File: config.mk
export PLATFORM = sky130hd
export DESIGN_NAME = scep_ctrl
export DESIGN_NICKNAME = d
export VERILOG_FILES = /design/src/rtl/core/scep_pkg.sv /design/src/rtl/core/scep_ctrl.sv
export SDC_FILE = /design/constraint.sdc
export NUM_CORES = 1
export LEC_CHECK = 0
export BUFFER_PORTS_ARGS = -buffer_cell sky130_fd_sc_hd__buf_2
export CAP_MARGIN = 20
export CELL_PAD_IN_SITES_DETAIL_PLACEMENT = 1
export CELL_PAD_IN_SITES_GLOBAL_PLACEMENT = 1
export CORE_AREA = 2 2 39 41
export DETAILED_ROUTE_END_ITERATION = 10
export DIE_AREA = 0 0 41 43
export PLACE_DENSITY_LB_ADDON = 0.08
export SYNTH_ARGS = -nofsm -noshare
export SYNTH_HDL_FRONTEND = slang
export SYNTH_SLANG_ARGS = --single-unit
File: constraint.sdc
create_clock -name clk -period 3.6 [get_ports clk]
set_clock_uncertainty 0.15 [all_clocks]
set_input_delay 0.18 -clock clk [delete_from_list [all_inputs] [get_ports clk]]
set_output_delay 0.18 -clock clk [all_outputs]
set_load 0.01 [all_outputs]
File: src/rtl/core/scep_pkg.sv
`default_nettype none

package scep_pkg;

	// coordinate width inside the block: holds any frame size register value
	localparam int unsigned COORD_W = 10;
	// width of the coordinate and result ports
	localparam int unsigned FIELD_W = 9;
	localparam int unsigned PIX_W = 32;
	localparam int unsigned CFG_IDX_W = 2;
	localparam int unsigned CFG_DATA_W = 10;

	localparam logic OP_WRITE = 1'b0;
	localparam logic OP_QUERY = 1'b1;

	localparam logic [CFG_IDX_W-1:0] REG_FRAME_WIDTH = 2'd0;
	localparam logic [CFG_IDX_W-1:0] REG_FRAME_HEIGHT = 2'd1;

	localparam logic [CFG_DATA_W-1:0] FRAME_SIZE_RESET = 10'd512;

	// controller to datapath
	typedef struct packed {
		logic accept;       // take the item on the input ports
		logic walk_rd;      // memory read address from the walk, else from the inputs
		logic init_walk;    // latch seed color, start the rightward walk
		logic end_walk;     // close the current direction, go to the next one
		logic end_at_limit; // closing value is the frame edge, else the current position
		logic advance;      // step onto the next pixel
	} scep_cmd_t;

	// datapath to controller
	typedef struct packed {
		logic seed_error;   // seed on the input ports lies outside the frame
		logic edge_reached; // walk is at the edge or one step before it
		logic color_match;  // pixel just read has the seed color
		logic last_dir;     // walking upward, the last direction
	} scep_stat_t;

endpackage

`default_nettype wire

File: src/rtl/core/scep_ctrl.sv
`default_nettype none

module scep_ctrl (
	input  wire logic                 clk,
	input  wire logic                 arst_n,
	input  wire logic                 start,
	input  wire logic                 operation,
	input  wire scep_pkg::scep_stat_t stat,
	output scep_pkg::scep_cmd_t       cmd,
	output logic                      busy,
	output logic                      done
);
	import scep_pkg::*;

	typedef enum logic [1:0] {ST_IDLE, ST_COLOR, ST_STEP, ST_CHECK} state_t;

	state_t state_q;
	logic   busy_q;
	logic   done_q;
	logic   accept;
	logic   walk_over;

	assign accept = start && !busy_q;

	always_comb begin
		cmd = '0;
		unique case (state_q)
			ST_IDLE:  cmd.accept = accept;
			ST_COLOR: cmd.init_walk = 1'b1;
			ST_STEP: begin
				cmd.walk_rd = 1'b1;
				cmd.end_walk = stat.edge_reached;
				cmd.end_at_limit = 1'b1;
			end
			ST_CHECK: begin
				cmd.advance = stat.color_match;
				cmd.end_walk = !stat.color_match;
			end
		endcase
	end

	assign walk_over = cmd.end_walk && stat.last_dir;

	always_ff @(posedge clk or negedge arst_n) begin
		if (!arst_n) begin
			state_q <= ST_IDLE;
			busy_q <= 1'b0;
			done_q <= 1'b0;
		end else begin
			done_q <= 1'b0;
			unique case (state_q)
				ST_IDLE: begin
					if (accept && (operation == OP_QUERY)) begin
						if (stat.seed_error) begin
							done_q <= 1'b1;
						end else begin
							state_q <= ST_COLOR;
							busy_q <= 1'b1;
						end
					end
				end
				ST_COLOR: state_q <= ST_STEP;
				ST_STEP: begin
					if (walk_over) begin
						state_q <= ST_IDLE;
						busy_q <= 1'b0;
						done_q <= 1'b1;
					end else if (!stat.edge_reached) begin
						state_q <= ST_CHECK;
					end
				end
				ST_CHECK: begin
					if (walk_over) begin
						state_q <= ST_IDLE;
						busy_q <= 1'b0;
						done_q <= 1'b1;
					end else begin
						state_q <= ST_STEP;
					end
				end
			endcase
		end
	end

	assign busy = busy_q;
	assign done = done_q;

endmodule

`default_nettype wire

After elaboration in Yosys (flattened, before gate mapping)

Index checks and enable logic that the tools add are counted.

Eq/ne operators: 7
Mux-type cells: 19
Reductions and logical operators: 10

Operators with widths:

| kind                 | count |
|---|---|
| $mux W1              | 10 |
| $mux W2              | 5 |
| $pmux W2 S4          | 1 |
| $pmux W1 S2          | 3 |
| $eq A2 B2 Y1 const B | 2 |
| $ne A2 B2 Y1 const B | 2 |
| $reduce_and A4 Y1    | 1 |
| $logic_and A1 B1 Y1  | 3 |
| $ne A3 B3 Y1 const B | 1 |
| $reduce_and A3 Y1    | 1 |
| $eq A2 B1 Y1 const B | 1 |
| $logic_not A1 Y1     | 2 |
| $logic_not A2 Y1     | 1 |
| $ne A2 B1 Y1 const B | 1 |
| $reduce_bool A2 Y1   | 1 |
| $reduce_or A2 Y1     | 1 |

Register bits after elaboration: 4
Input port bits: 8
Output and inout port bits: 8
Logic and storage cells: 39

Logic depth before layout (Yosys ltp)

Gate-level depths: netlist of run 1.

Depth after elaboration: 5
Gate-level depth with buffers: 3

Worst setup path after synthesis of run 1

No wires, ideal clock.

Path type: flip-flop to flip-flop
Start: reg busy_q (netlist: busy)
End: reg busy_q (netlist: busy)
Setup time: 0.073 ns
Data arrival time: 1.088 ns
Slack: 2.289 ns
Cell stages (with the launch flop): 4
Path buffers: 0
Clock period less this slack: 1.311 ns
Cells stage by stage: dfrtp_1 -> nor4b_4 -> nand3b_2 -> a21boi_2

Longest elaborated chain between the ends: 5

Ends and longest elaborated chain:

| item                        | line            | text |
|---|---|---|
| start, declared             | scep_ctrl.sv:18 | `logic busy_q;` |
| start signal, assigned      | scep_ctrl.sv:47 | `busy_q <= 1'b0;` |
| start signal, assigned      | scep_ctrl.sv:58 | `busy_q <= 1'b1;` |
| start signal, assigned      | scep_ctrl.sv:66 | `busy_q <= 1'b0;` |
| $logic_not A1 Y1            | scep_ctrl.sv:23 | `assign accept = start && !busy_q;` |
| $logic_and A1 B1 Y1         | scep_ctrl.sv:23 |  |
| $logic_and A1 B1 Y1         | scep_ctrl.sv:53 | `if (accept && (operation == OP_QUERY)) begin` |
| $ne A2 B2 Y1 (no line)      | --              |  |
| $reduce_and A4 Y1 (no line) | --              |  |

No other way between the ends.
A chain may end at the register's enable or synchronous reset.

==> flow_metrics.tcl, run 1 <==
set metrics [dict create \
    critical_path_class "flop to output port" \
    syn-num-nets 29 \
    gr-usage-all-layers_pct 7.07 \
    final_antenna_net_count 0 \
    ys_warn_count 0 \
    cts_max_path_buffers 2 \
    setup_violations 0 \
    htree_levels 1 \
    final_common_cell "buf_2" \
    die_area_sq_mm 0.00176 \
    met1_usage_pct 9.51 \
    tns_ns 0 \
    drtPass1Iterations 1 \
    cts_num_sinks 4 \
    drt_iter0_markers 0 \
    hold_start "stat[2]" \
    cts_tree "built" \
    worst_skew_pair.late_latency_ns 0.23 \
    reg2reg_depth 3 \
    die_y_microns 43 \
    hold_viol 0 \
    finalCritPeriodShare_pct 43.1 \
    worstReg2RegStart "state_q[0]$_DFFE_PN0P_" \
    synth_cell_types 15 \
    grt_pass1_vias 206 \
    numCtsBuffers 3 \
    core_area_sq_mm 0.00138 \
    ir_drop_uv 198 \
    final_nets 49 \
    syn2layout_area_growth_pct 51.9 \
    grt_pass1_wl_microns 814 \
    worstPathMaxFanout 7 \
    place_hpwl_microns 448 \
    final_cell_mix "15 x buf_2, 4 x dfrtp_1, 3 x clkbuf_4" \
    drt_wl_total_microns 544 \
    hold_depth 2 \
    wl_per_cell_microns 9.89 \
    synthTopCellsByArea "dfrtp_1 43%, nor4b_4 10%, o21a_1 6.5%" \
    numPortBuffers 15 \
    hold_end "state_q[0]$_DFFE_PN0P_" \
    cp.arrival_ns 1.22 \
    syn_area_sq_um 231 \
    grt-busiest-layer "met1" \
    crit_path_start_kind "flop" \
    antenna_found_initial 0 \
    worstPathRequired_ns 3.27 \
    die_w_microns 41 \
    final_util_pct 25.4 \
    ff2ff_setup_slack_ns 2.25 \
    rows 14 \
    synth_seq_cells 4 \
    synth.avg_cell_area_sq_um 11.0 \
    globalRouteMet3Util_pct 2.09 \
    endpoint_kind "output port" \
    yosysTopAreaCell "dfrtp_1" \
    rsz0062_at_grt "false" \
    dr_total_vias 212 \
    drive_gt1_share_pct 53.8 \
    start_util_pct 16.7 \
    slowest_stage "dfrtp_1" \
    clk_pin_slew_ns 0.03 \
    grt.overflow.total 0 \
    use_met2_pct 8.75 \
    slew_viol_final 0 \
    power.density_mw_per_mm2 694 \
    diodes 0 \
    grt_start_max_net_pins 8 \
    ys_seq_area_share_pct 43.2 \
    cts-resized-gates 0 \
    tightest_slew_ns 0.285 \
    status "completed" \
    drc 0 \
    power_leakage_nw 0.197 \
    gp_congestion 0.626 \
    hold_class "primary input to flop" \
    max_cap_violations 0 \
    crit_chain "nor4b_4, buf_2" \
    fmaxAchievable_ghz 0.645 \
    io_pins 16 \
    vias_per_cell 3.85 \
    crit_path_max_incr_delay_ns 0.46 \
    synthCells 21 \
    netlist.area_leader.share_pct 43.2 \
    clock-root-buffer "clkbuf_4" \
    min_period_ns 1.55 \
    slew_headroom_pct 80.9 \
    rr_endpoint "busy$_DFFE_PN0P_" \
]
what timing repair did:
item                                   in CTS  in global routing
buffers inserted                            0                  0
hold buffers                                1                  0
endpoints found under the hold margin       4                  0
critical path: cells and delay by family (launching register included):
kind / cells / cell delay [ns]
buffers and inverters: 1 / 0.19
DFF: 1 / 0.46
and+or+nand+nor: 1 / 0.35
Yosys cell counts:
cell,n
nor4b_4,1
inv_1,2
o21ai_0,1
nor2b_1,2
buf_4,1
dfrtp_1,4
o211ai_1,1
o21a_1,2
nand3_1,1
a21boi_2,1
nand3b_2,1
or2b_1,1
and2b_1,1
and3_1,1
nand2_1,1
worst max-delay path by stage:
stage | start | cells past startpoint | slack (ns) | endpoint
floorplan | busy$_DFFE_PN0P_ | 3 | 2.29 | busy$_DFFE_PN0P_
global placement | state_q[0]$_DFFE_PN0P_ | 3 | 2.29 | busy$_DFFE_PN0P_
detailed placement | state_q[0]$_DFFE_PN0P_ | 3 | 2.26 | busy$_DFFE_PN0P_
CTS | state_q[1]$_DFFE_PN0P_ | 2 | 2.03 | cmd[5]
global route | state_q[1]$_DFFE_PN0P_ | 2 | 1.98 | cmd[5]
finish | state_q[1]$_DFFE_PN0P_ | 2 | 2.05 | cmd[5]
where the power goes:
group          switching, mW  total (mW)  internal [mW]
Sequential            0.0258      0.0869         0.0612
Clock                 0.0162      0.0534         0.0371
Combinational         0.0505       0.104         0.0533
routing by layer:
metal	vias to the layer above	share of wire (%)
li1	110	-
met1	94	43
met2	8	48
met3	0	8.6
met4	0	0
met5	-	0
sequential cells by signal, summed over array words and instances, names as in the netlist:
register / count
state_q: 2
busy: 1
done: 1
kinds of logic (layout without fill, tap and decap cells):
group                  Yosys count  count (layout)  share of synthesized area (%)
and+or+nand+nor                  9               9                           33.5
AOI/OAI and AO/OA                5               5                           16.8
DFF                              4               4                           43.2
buffers and inverters            3              21                           6.49
per-stage QoR:
stage | hold slack (ns) | setup WS [ns] | power (mW) | std cells | instance area, sq um
floorplan | -0.266 | 2.29 | 0.155 | 21 | 231
global placement | -0.159 | 2.29 | 0.194 | 51 | 319
detailed placement | -0.164 | 2.26 | 0.192 | 51 | 319
CTS | 0.0139 | 2.03 | 0.251 | 55 | 352
global route | 0.0500 | 1.98 | 0.264 | 55 | 352
finish | 0.0222 | 2.05 | 0.244 | 55 | 352
cell type report:
class,count,area [sq um]
clock buffer,3,22.5
fill,171,1030
inverter,2,7.51
multi-input combinational,14,116
sequential,4,100
tap,16,20.0
timing repair buffer,16,85.1
(Power assumes the default switching activity.)
==> inputs of run 2 (changes only) <==
- ABC_AREA: not set -> 1
- clock period: 3.6 -> 1.4 ns (I/O delays scaled with it)
==> flow_metrics.tcl, run 2 <==
set metrics [dict create \
    endpoint_kind "output port" \
    synth_seq_cells 4 \
    post_dp_cell_area_sq_um 327 \
    synthTopCellsByArea "dfrtp_1 42%, nand2_1 9.4%, nand2_2 7.9%" \
    cts_tree "built" \
    worstPathMaxFanout 4 \
    final_common_cell "buf_2" \
    startpoint "state_q[0]$_DFFE_PN0P_" \
    crit_path_start_kind "flop" \
    antenna_found_initial 0 \
    final_util_pct 28.4 \
    fmaxAchievable_ghz 0.763 \
    crit_chain "inv_2, nand3_2, nand2_2, buf_2" \
    htree_levels 1 \
    setup_violations 0 \
    wl_per_cell_microns 10.0 \
    ir_drop_uv 693 \
    tns_ns 0 \
    pwr-share-comb_pct 52.9 \
    power.density_mw_per_mm2 2000 \
    power_leakage_nw 0.219 \
    async_flop_share_pct 100 \
    worst_skew_pair.late_latency_ns 0.23 \
    fill_cells 179 \
    yosysTopAreaCell "dfrtp_1" \
    dr_total_vias 285 \
    ys_seq_area_share_pct 41.9 \
    p_int_uw 426 \
    min_period_ns 1.31 \
    syn_area_sq_um 239 \
    grt_start_max_net_pins 6 \
    final_nets 63 \
    die_y_microns 43 \
    syn2layout_area_growth_pct 64.4 \
    grt.overflow.total 0 \
    power_frac_seq_pct 29.5 \
    total_power_uw 785 \
    status "completed" \
    core_area_sq_mm 0.00138 \
    p_sw_uw 359 \
    slowest_stage "dfrtp_1" \
    synth.most_common_cell "nand2_1" \
    power_frac_clock_pct 17.6 \
    synth_cell_types 12 \
    drt_wl_total_microns 693 \
    drtPass1Iterations 2 \
    fin_area_sq_um 393 \
    hold_viol 0 \
    worstPathRequired_ns 1.18 \
    netlist.area_leader.share_pct 41.9 \
    multi_input_area_sq_um 121 \
    drt_iter0_markers 2 \
    cts_max_path_buffers 2 \
    place_hpwl_microns 564 \
    gr-usage-all-layers_pct 10.2 \
    synthCells 33 \
    diodes 0 \
    final_cell_mix "15 x buf_2, 6 x nand2_1, 4 x inv_1, 4 x nor2_1" \
    critical_path_class "flop to output port" \
    finalCritPeriodShare_pct 93.6 \
    numPortBuffers 15 \
    cts_num_sinks 4 \
    largest_reg_flops 2 \
    synth-edff-count 0 \
    rows 14 \
    synth_ff_type "dfrtp_1" \
    syn-num-nets 41 \
    clk_pin_slew_ns 0.04 \
    tightest_slew_ns 0.203 \
    slew_headroom_pct 86.5 \
    synth_common_cells "6 x nand2_1, 5 x nor2_1, 4 x dfrtp_1, 4 x inv_1" \
    grt_pass1_wl_mm 1.14 \
    drc 0 \
    slew_viol_final 0 \
    cp.arrival_ns 1.09 \
    numCtsBuffers 3 \
    final_antenna_net_count 0 \
    grt_pass1_vias 303 \
    place_inst 63 \
    worstReg2RegStart "state_q[0]$_DFFE_PN0P_" \
    die_area_sq_mm 0.00176 \
    vias_per_cell 4.13 \
    drive_gt1_share_pct 52.8 \
    regArea_sq_um 101 \
    cts_setup_buffers 0 \
    ys_warn_count 0 \
    power.share.switching_pct 45.7 \
    crit_path_max_incr_delay_ns 0.43 \
    synth.avg_cell_area_sq_um 7.24 \
    gp_congestion 0.640 \
    rsz0062_at_grt "false" \
    die_w_microns 41 \
    start_util_pct 17.3 \
    hold_class "primary input to async pin" \
    regMostFlops "state_q" \
    io_pins 16 \
    max_cap_violations 0 \
    clock-root-buffer "clkbuf_4" \
    final_cells 69 \
]
-- run 2: changes by cell type in the layout (fill, tap and decap cells not counted), sizes merged, moves of 2 or more --
cell	change
dlygate4sd3	+2
inv	+4
nand2	+8
nand3	+3
nor2	+5
nor2b	-2
o21a	-2
o21ai	+2
-- run 2: final timing paths --
check / cells past startpoint / slack (ns) / end
min reg2reg: 2 / 0.35 / busy$_DFFE_PN0P_
min in group clk: 3 / 0.04 / done$_DFF_PN0_
min: 2 / 0.02 / state_q[0]$_DFFE_PN0P_
max: 4 / 0.09 / cmd[2]
max in group asynchronous: 2 / 0.95 / state_q[1]$_DFFE_PN0P_
max reg2reg: 8 / 0.11 / busy$_DFFE_PN0P_
-- run 2: critical path: cells and delay by family, from the launching register on --
kind | cells | cell delay, ns
flip-flops | 1 | 0.43
AND/OR/NAND/NOR | 2 | 0.18
buffers and inverters | 2 | 0.25
-- run 2: what timing repair did --
| action | in CTS | in global routing |
|---|---|---|
| setup endpoints to repair | 1 | 2 |
| endpoints found under the hold margin | 5 | 0 |
| resized for setup | 1 | 3 |
| hold buffers | 3 | 0 |
-- run 2: cell families after synthesis --
family	Yosys count	synth area share, %
AO/OA/AOI/OAI	3	7.85
flip-flops	4	41.9
AND/OR/NAND/NOR	19	37.7
buffers and inverters	7	12.6
-- run 2: metrics by stage --
stage	hold slack, ns	setup slack, ns
3_3_place_gp	-0.275	0.165
4_1_cts	0.0178	0.0309
2_1_floorplan	-0.376	0.233
3_5_place_dp	-0.273	0.149
6_report	0.0198	0.0890
5_1_grt	0.0422	0.00347
-- run 2: power by group through the flow --
stage               Sequential, mW  Clock, mW  Combinational (mW)
floorplan                    0.216          0               0.265
CTS                          0.219      0.147               0.410
global route                 0.240      0.160               0.470
global placement             0.215          0               0.391
detailed placement           0.216          0               0.395
finish                       0.232      0.138               0.415
-- run 2: cell type report --
| cell class | count | share of cell area (%) |
|---|---|---|
| well taps | 16 | 5.10 |
| clock buffers | 3 | 5.73 |
| flip-flops and latches | 4 | 25.8 |
| inverters | 6 | 5.73 |
| repair buffers | 18 | 26.8 |
| multi-input cells | 22 | 30.9 |
-- run 2: routing by layer --
metal	vias up	share of wire, %	global-route usage, %
li1	142	-	-
met1	133	40	10.4
met2	10	53	15.9
met3	0	6.8	4.71
met4	0	0	6.00
met5	-	0	0
==> inputs of run 3 (changes only) <==
- clock period: 1.4 -> 1.2 ns (I/O delays scaled with it)
==> flow_metrics.tcl, run 3 (same netlist as run 2, synthesis figures left out) <==
set metrics [dict create \
    io_pins 16 \
    cp.arrival_ns 1.07 \
    grt.overflow.total 0 \
    grt_start_max_net_pins 6 \
    worstPathRequired_ns 0.99 \
    gr-usage-all-layers_pct 11.2 \
    setup_ws_ns -0.0801 \
    endpoint_kind "output port" \
    die_w_microns 41 \
    rsz0062_at_grt "true" \
    crit_path_start_kind "flop" \
    slew_headroom_pct 89.4 \
    grt_pass1_vias 315 \
    final_antenna_net_count 0 \
    die_y_microns 43 \
    slowest_stage "dfrtp_2" \
    tns_ns -0.370 \
    post-place-ws_ns -0.0514 \
    finalCritPeriodShare_pct 107 \
    die_area_sq_mm 0.00176 \
    final_nets 66 \
    worst_skew_pair.late_latency_ns 0.23 \
    numCtsBuffers 3 \
    critical_path_class "flop to output port" \
    wl_per_cell_microns 10.8 \
    slew_viol_final 0 \
    syn2layout_area_growth_pct 84.8 \
    multi_input_area_sq_um 136 \
    grt_pass1_wl_mm 1.24 \
    reg2reg_depth 8 \
    postCtsHoldBufs 3 \
    antenna_found_initial 0 \
    worstPathMaxFanout 4 \
    dr_total_vias 307 \
    drt_wl_total_microns 774 \
    power.density_mw_per_mm2 2420 \
    failed_checks "hold timing, setup timing" \
    tightest_slew_ns 0.159 \
    setup_violations 7 \
    fmaxAchievable_ghz 0.781 \
    cts_num_sinks 4 \
    largest_reg_flops 2 \
    vias_per_cell 4.26 \
    hold_viol 1 \
    htree_levels 1 \
    diodes 0 \
    rows 14 \
    regArea_sq_um 103 \
    crit_path_max_incr_delay_ns 0.41 \
    cts_tree "built" \
    numPortBuffers 15 \
    drt_iter0_markers 3 \
    drc 0 \
    hold_depth 3 \
    final_common_cell "buf_2" \
    crit_chain "inv_2, buf_6, nor3_2, buf_2" \
    power_leakage_nw 0.241 \
    cts_max_path_buffers 2 \
    ff2ff_setup_slack_ns -0.06 \
    gp_congestion 0.627 \
    ir_drop_uv 912 \
    max_cap_violations 0 \
    status "finished with violations" \
    hold_class "primary input to flop" \
    core_area_sq_mm 0.00138 \
    drive_gt1_share_pct 64.3 \
    holdWs_ns -0.0207 \
    start_util_pct 17.3 \
    place_hpwl_microns 586 \
    drtPass1Iterations 2 \
    clock-root-buffer "clkbuf_4" \
    final_cell_mix "14 x buf_2, 6 x nand2_1, 5 x inv_2" \
    clk_pin_slew_ns 0.04 \
    fill_cells 177 \
    regMostFlops "state_q" \
    min_period_ns 1.28 \
]
==> run 3: changes by cell type in the layout (fill, tap and decap cells not counted), moves of 2 or more <==
cell,previous run,this run
buf_4,0,2
o21ai_0,2,0
inv_1,4,1
inv_2,2,5
nand2_4,0,2
o21ai_1,0,2
buf_6,0,2
nand2_2,3,1
==> run 3: power by group <==
group / internal (mW) / switching [mW] / leakage, nW
Clock: 0.112 / 0.0524 / 0.0138
Combinational: 0.288 / 0.336 / 0.180
Sequential: 0.200 / 0.0820 / 0.0471
Total: 0.599 / 0.470 / 0.241
==> run 3: layout make-up <==
type                       count  share of cell area (%)
multi-input combinational     22                    30.9
inverter                       6                    5.10
tap                           16                    4.53
sequential                     4                    23.2
timing repair buffer          21                    31.2
clock buffer                   3                    5.10
==> run 3: worst paths after layout <==
check,startpoint,endpoint
worst min register to register,busy$_DFFE_PN0P_,busy$_DFFE_PN0P_
max in group asynchronous,arst_n,state_q[1]$_DFFE_PN0P_
worst max register to register,state_q[0]$_DFFE_PN0P_,busy$_DFFE_PN0P_
worst min-delay path,operation,done$_DFF_PN0_
min in group asynchronous,arst_n,state_q[0]$_DFFE_PN0P_
worst max-delay path,state_q[0]$_DFFE_PN0P_,cmd[0]
==> run 3: per-stage QoR <==
stage / area, sq um / total power, mW / instances / utilization (%) / hold WS, ns
global route: 442 / 1.18 / 72 / 31.9 / -0.0171
global placement: 334 / 0.731 / 64 / 24.1 / -0.283
floorplan: 239 / 0.562 / 33 / - / -0.386
detailed placement: 334 / 0.744 / 64 / 24.1 / -0.281
CTS: 427 / 1.05 / 72 / 30.8 / 0.00650
finish: 442 / 1.07 / 72 / 31.9 / -0.0207
==> run 3: worst max-delay path, delay by kind of cell (launching register included) <==
family | cells | cell delay, ns
and+or+nand+nor | 1 | 0.09
DFF | 1 | 0.41
buffers and inverters | 3 | 0.33
==> run 3: repair_timing <==
| action | 4_1_cts | 5_1_grt |
|---|---|---|
| buffers inserted | 2 | 0 |
| gates resized for setup | 8 | 7 |
| endpoints found under the hold margin | 7 | 1 |
| setup endpoints to repair | 8 | 10 |
| pin swaps | 2 | 3 |
==> run 3: metal layers <==
layer  up-vias  track usage, %  part of all wire, %  routed length (microns)
met5         -               0                    0                        0
met4         0            6.00                    0                        0
met3         0            6.28                   10                       79
met2        16            16.9                   55                      424
met1       143            11.7                   35                      270
li1        148               -                    -                        -
